[src/rtl/tmph_pkg.sv]
// Shared types and constants of the trimmed-mean pH filter.
// No dependencies; used by trimmed_mean_ph_filter.
`default_nettype none

package tmph_pkg;

  localparam int WINDOW_DEF = 40;

  localparam int SAMPLE_W = 10;
  localparam int SLOPE_W  = 15;
  localparam int OFFSET_W = 14;
  localparam int SUM_W    = 16;
  localparam int PH_W     = 16;

  // Width of trimmed_sum * slope, and of 5 * that product plus the rounding half.
  localparam int PROD_W = SUM_W + SLOPE_W;
  localparam int NUM_W  = PROD_W + 4;
  // Bits left after the divide by 1024.
  localparam int QIN_W  = NUM_W - 10;

  localparam int CFG_IDX_W  = 2;
  localparam int CFG_DATA_W = SLOPE_W;

  localparam logic [CFG_IDX_W-1:0] CFG_SLOPE  = CFG_IDX_W'(0);
  localparam logic [CFG_IDX_W-1:0] CFG_OFFSET = CFG_IDX_W'(1);

  localparam logic [SLOPE_W-1:0]         SLOPE_RST  = SLOPE_W'(3500);
  localparam logic signed [OFFSET_W-1:0] OFFSET_RST = -OFFSET_W'(90);

  typedef enum logic [3:0] {
    ST_IDLE,
    ST_SCAN,
    ST_TRIM,
    ST_MUL,
    ST_SCALE,
    ST_RECIP,
    ST_RMUL,
    ST_FIX,
    ST_OUT
  } state_t;

endpackage

`default_nettype wire

[src/rtl/tmph_ram.sv]
// Generic single-port-write, single-port-read RAM with registered read data.
// No dependencies.
`default_nettype none

module tmph_ram #(
  parameter int WIDTH = 10,
  parameter int DEPTH = 40
) (
  input  wire logic                     clk,
  input  wire logic                     we,
  input  wire logic [$clog2(DEPTH)-1:0] waddr,
  input  wire logic [WIDTH-1:0]         wdata,
  input  wire logic [$clog2(DEPTH)-1:0] raddr,
  output logic      [WIDTH-1:0]         rdata
);

  logic [WIDTH-1:0] mem [DEPTH];

  always_ff @(posedge clk) begin
    if (we) begin
      mem[waddr] <= wdata;
    end
    rdata <= mem[raddr];
  end

endmodule

`default_nettype wire

[src/rtl/trimmed_mean_ph_filter.sv]
// Trimmed moving-average pH filter: ring of WINDOW samples in a RAM, drop min and max, scale.
// Depends on tmph_pkg and tmph_ram.
// One item in flight at a time: a new sample is accepted only in the idle state, after the scan
// of the ring RAM read port and the steps trim, multiply, scale, reciprocal, reciprocal multiply,
// fix and output; the output step holds while the result register is full and stalled.
// Reset (rst_n low, synchronous): ring reads as zero through per-entry valid bits, write
// pointer zero, slope 3500, offset -90, no result pending.
`default_nettype none

module trimmed_mean_ph_filter #(
  parameter int WINDOW = tmph_pkg::WINDOW_DEF
) (
  input  wire logic                                  clk,
  input  wire logic                                  rst_n,
  // input channel
  input  wire logic                                  in_valid,
  output logic                                       in_stall,
  input  wire logic        [tmph_pkg::SAMPLE_W-1:0]  in_sample,
  // result channel
  output logic                                       out_valid,
  input  wire logic                                  out_stall,
  output logic             [tmph_pkg::SUM_W-1:0]     out_trimmed_sum,
  output logic signed      [tmph_pkg::PH_W-1:0]      out_ph_milli,
  // configuration
  input  wire logic                                  cfg_we,
  input  wire logic        [tmph_pkg::CFG_IDX_W-1:0] cfg_addr,
  input  wire logic        [tmph_pkg::CFG_DATA_W-1:0] cfg_wdata
);

  localparam int AW    = $clog2(WINDOW);
  localparam int KDIV  = WINDOW - 2;
  localparam int KW    = $clog2(WINDOW - 1);
  localparam int QW    = tmph_pkg::QIN_W;
  localparam int SW    = tmph_pkg::SUM_W;
  localparam int NW    = tmph_pkg::NUM_W;

  localparam logic [AW:0]   WIN_C    = (AW + 1)'(WINDOW);
  localparam logic [AW-1:0] WP_LAST  = AW'(WINDOW - 1);
  localparam logic [NW-1:0] HALF_D   = NW'(512 * KDIV);
  localparam logic [KW-1:0] K_C      = KW'(KDIV);
  // Reciprocal of the window divisor; the estimate it gives is at most one low.
  localparam longint        RECIP    = (64'sd1 <<< QW) / KDIV;
  localparam logic [QW-2:0] RECIP_C  = (QW - 1)'(RECIP);

  localparam logic signed [QW+1:0] PH_MAX = (QW + 2)'(32767);
  localparam logic signed [QW+1:0] PH_MIN = -(QW + 2)'(32768);

  tmph_pkg::state_t state_r, state_nxt;

  logic                                 in_xfer;
  logic                                 out_xfer;
  logic                                 load_out;

  logic [AW-1:0]                        wp_r;
  logic [WINDOW-1:0]                    vld_r;
  logic [AW:0]                          scan_cnt_r;
  logic                                 dv_r;
  logic                                 rd_vld_r;
  logic [tmph_pkg::SAMPLE_W-1:0]        rdata;
  logic [tmph_pkg::SAMPLE_W-1:0]        smp;

  logic [SW-1:0]                        tot_r;
  logic [tmph_pkg::SAMPLE_W-1:0]        lo_r;
  logic [tmph_pkg::SAMPLE_W-1:0]        hi_r;
  logic [SW-1:0]                        trim_r;
  logic [tmph_pkg::PROD_W-1:0]          prod_r;
  logic [NW-1:0]                        num;
  logic [QW-1:0]                        qin_r;
  logic [2*QW-2:0]                      recip_r;
  logic [QW-1:0]                        q0;
  logic [QW+KW-1:0]                     qk_r;
  logic [QW+KW-1:0]                     rem;
  logic [QW-1:0]                        q_r;
  logic signed [QW+1:0]                 ph_full;
  logic signed [tmph_pkg::PH_W-1:0]     ph_sat;

  logic [tmph_pkg::SLOPE_W-1:0]         slope_r;
  logic signed [tmph_pkg::OFFSET_W-1:0] offset_r;

  logic                                 out_valid_r;
  logic [SW-1:0]                        out_sum_r;
  logic signed [tmph_pkg::PH_W-1:0]     out_ph_r;

  assign in_xfer  = in_valid && !in_stall;
  assign out_xfer = out_valid_r && !out_stall;

  // Ring storage: write the new sample on transfer, scan reads one entry per cycle.
  tmph_ram #(
    .WIDTH (tmph_pkg::SAMPLE_W),
    .DEPTH (WINDOW)
  ) u_ring (
    .clk   (clk),
    .we    (in_xfer),
    .waddr (wp_r),
    .wdata (in_sample),
    .raddr (scan_cnt_r[AW-1:0]),
    .rdata (rdata)
  );

  // Entries never written since reset read as zero.
  assign smp = rd_vld_r ? rdata : '0;

  // Scaling arithmetic between stage registers.
  assign num = (NW'(prod_r) << 2) + NW'(prod_r) + HALF_D;
  assign q0  = QW'(recip_r[2*QW-2:QW]);
  assign rem = (QW + KW)'(qin_r) - qk_r;

  always_comb begin
    ph_full = $signed({2'b00, q_r}) + (QW + 2)'(offset_r);
    if (ph_full > PH_MAX) begin
      ph_sat = tmph_pkg::PH_W'(PH_MAX);
    end else if (ph_full < PH_MIN) begin
      ph_sat = tmph_pkg::PH_W'(PH_MIN);
    end else begin
      ph_sat = ph_full[tmph_pkg::PH_W-1:0];
    end
  end

  // Sequencer: one item at a time, output register decouples the result side.
  always_comb begin
    state_nxt = state_r;
    in_stall  = 1'b1;
    load_out  = 1'b0;
    unique case (state_r)
      tmph_pkg::ST_IDLE: begin
        in_stall = 1'b0;
        if (in_valid) begin
          state_nxt = tmph_pkg::ST_SCAN;
        end
      end
      tmph_pkg::ST_SCAN: begin
        // last read data lands in the cycle the count reaches the window size
        if (scan_cnt_r == WIN_C) begin
          state_nxt = tmph_pkg::ST_TRIM;
        end
      end
      tmph_pkg::ST_TRIM:  state_nxt = tmph_pkg::ST_MUL;
      tmph_pkg::ST_MUL:   state_nxt = tmph_pkg::ST_SCALE;
      tmph_pkg::ST_SCALE: state_nxt = tmph_pkg::ST_RECIP;
      tmph_pkg::ST_RECIP: state_nxt = tmph_pkg::ST_RMUL;
      tmph_pkg::ST_RMUL:  state_nxt = tmph_pkg::ST_FIX;
      tmph_pkg::ST_FIX:   state_nxt = tmph_pkg::ST_OUT;
      tmph_pkg::ST_OUT: begin
        // hold until the output register is free
        if (!out_valid_r || !out_stall) begin
          load_out  = 1'b1;
          state_nxt = tmph_pkg::ST_IDLE;
        end
      end
      default: state_nxt = tmph_pkg::ST_IDLE;
    endcase
  end

  always_ff @(posedge clk) begin
    if (!rst_n) begin
      state_r <= tmph_pkg::ST_IDLE;
    end else begin
      state_r <= state_nxt;
    end
  end

  // Control registers: pointer, valid bits, scan count, result flag, calibration.
  always_ff @(posedge clk) begin
    if (!rst_n) begin
      wp_r        <= '0;
      vld_r       <= '0;
      scan_cnt_r  <= '0;
      dv_r        <= 1'b0;
      out_valid_r <= 1'b0;
      slope_r     <= tmph_pkg::SLOPE_RST;
      offset_r    <= tmph_pkg::OFFSET_RST;
    end else begin
      dv_r <= (state_r == tmph_pkg::ST_SCAN) && (scan_cnt_r != WIN_C);
      if (in_xfer) begin
        vld_r[wp_r] <= 1'b1;
        wp_r        <= (wp_r == WP_LAST) ? '0 : wp_r + 1'b1;
        scan_cnt_r  <= '0;
      end else if (state_r == tmph_pkg::ST_SCAN && scan_cnt_r != WIN_C) begin
        scan_cnt_r <= scan_cnt_r + 1'b1;
      end
      if (load_out) begin
        out_valid_r <= 1'b1;
      end else if (out_xfer) begin
        out_valid_r <= 1'b0;
      end
      if (cfg_we) begin
        unique case (cfg_addr)
          tmph_pkg::CFG_SLOPE:  slope_r  <= cfg_wdata;
          tmph_pkg::CFG_OFFSET: offset_r <= cfg_wdata[tmph_pkg::OFFSET_W-1:0];
          default: ;
        endcase
      end
    end
  end

  // Datapath registers.
  always_ff @(posedge clk) begin
    rd_vld_r <= vld_r[scan_cnt_r[AW-1:0]];
    if (in_xfer) begin
      tot_r <= '0;
      lo_r  <= '1;
      hi_r  <= '0;
    end else if (dv_r) begin
      tot_r <= tot_r + SW'(smp);
      if (smp < lo_r) lo_r <= smp;
      if (smp > hi_r) hi_r <= smp;
    end
    if (state_r == tmph_pkg::ST_TRIM) begin
      trim_r <= tot_r - SW'(lo_r) - SW'(hi_r);
    end
    if (state_r == tmph_pkg::ST_MUL) begin
      prod_r <= trim_r * slope_r;
    end
    if (state_r == tmph_pkg::ST_SCALE) begin
      // round half up, then drop the factor 1024 of the divisor
      qin_r <= num[NW-1:10];
    end
    if (state_r == tmph_pkg::ST_RECIP) begin
      recip_r <= qin_r * RECIP_C;
    end
    if (state_r == tmph_pkg::ST_RMUL) begin
      qk_r <= q0 * K_C;
    end
    if (state_r == tmph_pkg::ST_FIX) begin
      // advance the estimate once if the remainder still covers the divisor
      q_r <= (rem >= (QW + KW)'(K_C)) ? q0 + 1'b1 : q0;
    end
    if (load_out) begin
      out_sum_r <= trim_r;
      out_ph_r  <= ph_sat;
    end
  end

  assign out_valid       = out_valid_r;
  assign out_trimmed_sum = out_sum_r;
  assign out_ph_milli    = out_ph_r;

endmodule

`default_nettype wire
[config.mk]
export PLATFORM = sky130hd
export DESIGN_NAME = trimmed_mean_ph_filter
export DESIGN_NICKNAME = d
export VERILOG_FILES = /design/src/rtl/tmph_pkg.sv /design/src/rtl/tmph_ram.sv /design/src/rtl/trimmed_mean_ph_filter.sv
export SDC_FILE = /design/constraint.sdc
export NUM_CORES = 2
export LEC_CHECK = 0
export BUFFER_PORTS_ARGS = -buffer_cell sky130_fd_sc_hd__buf_2
export CAP_MARGIN = 20
export CORE_MARGIN = 2
export CORE_UTILIZATION = 45
export DETAILED_ROUTE_END_ITERATION = 6
export HOLD_SLACK_MARGIN = 0.05
export SYNTH_ARGS = -nofsm -noshare
export SYNTH_HDL_FRONTEND = slang
export SYNTH_SLANG_ARGS = --single-unit
export TNS_END_PERCENT = 30
[constraint.sdc]
create_clock -name clk -period 6.5 [get_ports clk]
set_input_delay 1.95 -clock clk [delete_from_list [all_inputs] [get_ports clk]]
set_output_delay 1.95 -clock clk [all_outputs]
set_load 0.02 [all_outputs]
==> results.json <==
{
  "syn_area_per_cell_um2": 12.0,
  "path_max_fanout": 4,
  "cts_root_buf": "clkbuf_16",
  "hold_ws_ns": 0.462,
  "die_x_um": 334,
  "num_rows": 120,
  "seq_area_frac_synth_pct": 40.5,
  "detail_route.wirelength_um": 116000,
  "skew_ns": 0.0299,
  "synth_top_cell_area_share_pct": 35.0,
  "status": "finished, final reports clean",
  "fin_crit_sh_pct": 97.9,
  "syn_inst": 4073,
  "setup_viol": 0,
  "cap_violations": 0,
  "initial_utilization_pct": 45.5,
  "route.detailed.wl_per_inst_um": 19.9,
  "fin_setup_tns_ns": 0,
  "clkLatencyLatePin_ns": 0.65,
  "hp-class": "register to register",
  "area_growth_pct": 13.1,
  "power_density_mw_per_mm2": 368,
  "die_height_um": 334,
  "ioPinCount": 66,
  "post-synth-top-area-cell": "edfxtp_1",
  "rsz0062_at_grt": "true",
  "path_clk_slew_ns": 0.06,
  "grt_pass1_vias": 30900,
  "ys_ff_latch": 704,
  "fmax_ghz": 0.157,
  "drt_pass1_iterations": 5,
  "htree_levels": 3,
  "async_reset_ff_share_pct": 0,
  "grt_start_max_net_pins": 59,
  "postRouteAntennaNets": 0,
  "ir_drop_v": 0.000688,
  "critPathKind": "register to register",
  "finish.net_count": 5223,
  "drv_slew": 0,
  "grtUsageTotal_pct": 20.9,
  "required_ns": 6.89,
  "postLayoutCellArea_mm2": 0.0553,
  "place_hpwl_um": 88100,
  "worstPathCellList": "buf_6 > fa_1 > fa_1 > inv_1 > fa_1 > inv_1 > fa_2 > fa_2 > fa_1 > inv_1 > fa_1 > inv_1 > ha_2 > and4_4 > nand3_1 > a21oi_2 > buf_6 > nor2_4 > o2111ai_4 > nand2_2 > o311ai_4 > a21oi_2 > xnor2_1",
  "pre_cts_ws_ns": -0.303,
  "grt_overflow_total": 0,
  "hold_viol": 0,
  "layout-drive-gt1-share_pct": 14.6,
  "syn-cell-area_mm2": 0.0489,
  "numCtsBuffers": 77,
  "slowest_stage": "fa_2",
  "clock-sinks": 704,
  "synth-main-ff-cell": "edfxtp_1",
  "syn-num-nets": 4969,
  "fin_util_pct": 51.5,
  "power_leakage_uw": 0.0235,
  "antenna_found_initial": 9,
  "worstSetupStartpointType": "register",
  "cts_tree": "done",
  "synth_area_leaders": "edfxtp_1, fa_1, ha_1",
  "io_buffers": 65,
  "cp.arrival_ns": 6.75,
  "end_kind": "register",
  "core_area_mm2": 0.107,
  "drc": 0,
  "critPathMostFrequentCell": "fa_1",
  "ys_types": 80,
  "fin_crit_ns": 6.36,
  "slowest_delay_ns": 0.54,
  "layout_setup_ws_ns": 0.139,
  "synth_edf_count": 569,
  "vias": 30800,
  "die_area_mm2": 0.111,
  "place.gp.congestion": 0.907,
  "grt_pass1_wl_um": 179000,
  "drtIter0Drc": 1926,
  "placed_area_mm2": 0.0521,
  "hold_buffers": 0,
  "slew_headroom_pct": 28.6,
  "worstMarginPinSlew_ns": 1.07,
  "yosysWarnings": 0,
  "viasPerCell": 5.31,
  "clockBufferDepth": 3
}
timing repair:
item | in CTS | in global routing
setup endpoints to repair | 12 | 21
gates resized for setup | 15 | 77
endpoints found under the hold margin | 0 | 0
setup buffers | 5 | 25
pin swaps | 9 | 75
path summary, 6_finish.rpt:
kind,start,to,slack (ns),depth (start not counted)
worst max-delay path,qin_r[6]$_DFFE_PP_,recip_r[44]$_DFFE_PP_,0.14,23
worst min-delay path,vld_r[38]$_SDFFE_PN0P_,vld_r[38]$_SDFFE_PN0P_,0.46,1
worst max register to register,qin_r[6]$_DFFE_PP_,recip_r[44]$_DFFE_PP_,0.14,23
worst min register to register,vld_r[38]$_SDFFE_PN0P_,vld_r[38]$_SDFFE_PN0P_,0.46,1
logic make-up (layout without fill, tap and decap cells):
family,after synthesis,after routing,synth area share (%)
other,0,5,0
buffers and inverters,788,1103,6.08
and+or+nand+nor,884,884,8.84
muxes,176,176,7.00
AOI/OAI and AO/OA,511,511,6.97
DFF,704,704,40.5
xor gates and xnor gates,146,146,2.62
adders and majority gates,864,864,28.0
layout by cell type, fill, tap and decap left out, types with 42 or more instances in the layout:
cell / netlist / layout
a21o_1: 49 / 49
a21oi_1: 132 / 121
and2_1: 140 / 140
buf_2: 4 / 65
buf_4: 1 / 209
clkbuf_16: 0 / 78
dfxtp_1: 135 / 122
edfxtp_1: 569 / 569
fa_1: 384 / 380
ha_1: 480 / 470
inv_1: 663 / 661
mux2i_1: 42 / 42
mux4_2: 132 / 132
nand2_1: 290 / 289
nand3_1: 61 / 61
nor2_1: 172 / 166
o21a_1: 70 / 70
o21ai_0: 82 / 74
xnor2_1: 99 / 99
xor2_1: 47 / 47
per-layer routing:
layer / up-vias / routed length (um) / part of all wire, % / global-route usage [%]
met5: - / 48 / 0.042 / 0
met3: 141 / 6650 / 5.8 / 4.05
li1: 14600 / - / - / -
met4: 8 / 2490 / 2.2 / 5.20
met1: 15400 / 51800 / 45 / 28.8
met2: 614 / 54500 / 47 / 34.1
cell type report:
type | count | area, um^2
repair buffers | 300 | 2230
diodes | 5 | 12.5
clock inverters | 37 | 380
inverters | 663 | 2490
fillers | 9293 | 52100
clock buffers | 103 | 2100
well taps | 1403 | 1760
multi-input cells | 2581 | 26500
flip-flops and latches | 704 | 19800
Yosys cell counts (42+ instances only):
library cell  instances
and2_1              140
fa_1                384
nor2_1              172
dfxtp_1             135
edfxtp_1            569
a21o_1               49
o21a_1               70
xnor2_1              99
ha_1                480
clkbuf_1            102
nand2_1             290
mux2i_1              42
xor2_1               47
a21oi_1             132
mux4_2              132
o21ai_0              82
nor3_1               46
nand3_1              61
inv_1               663
flip-flops by register name (all words and copies together), names as in the netlist, 10 cells and up:
register         cells
hi_r                10
lo_r                10
offset_r            14
out_ph_milli        16
out_trimmed_sum     16
prod_r              31
q_r                 21
qin_r               24
qk_r                25
recip_r             20
slope_r             15
tot_r               16
trim_r              16
u_ring.mem         400
u_ring.rdata        10
vld_r               40
power by group:
part	total, uW	switching, uW	internal, uW
clock network	4290	1830	2450
logic	10500	5490	5010
registers	5550	109	5440
total	20300	7430	12900
worst max-delay path: cells and delay by family, from the launching register on:
kind / cells / cell delay (ns)
buf+inv: 6 / 0.49
compound gates: 4 / 0.78
xor+xnor: 1 / 0.13
flops: 1 / 0.46
fa+ha+maj: 8 / 3.81
simple gates: 4 / 0.46
through the flow:
step                instances  power (uW)
finish                   5796       20300
global route             5793       22000
CTS                      5758       20100
detailed placement       5613       15600
global placement         5609       15600
floorplan                4073       12600
(Power assumes the default switching activity.)
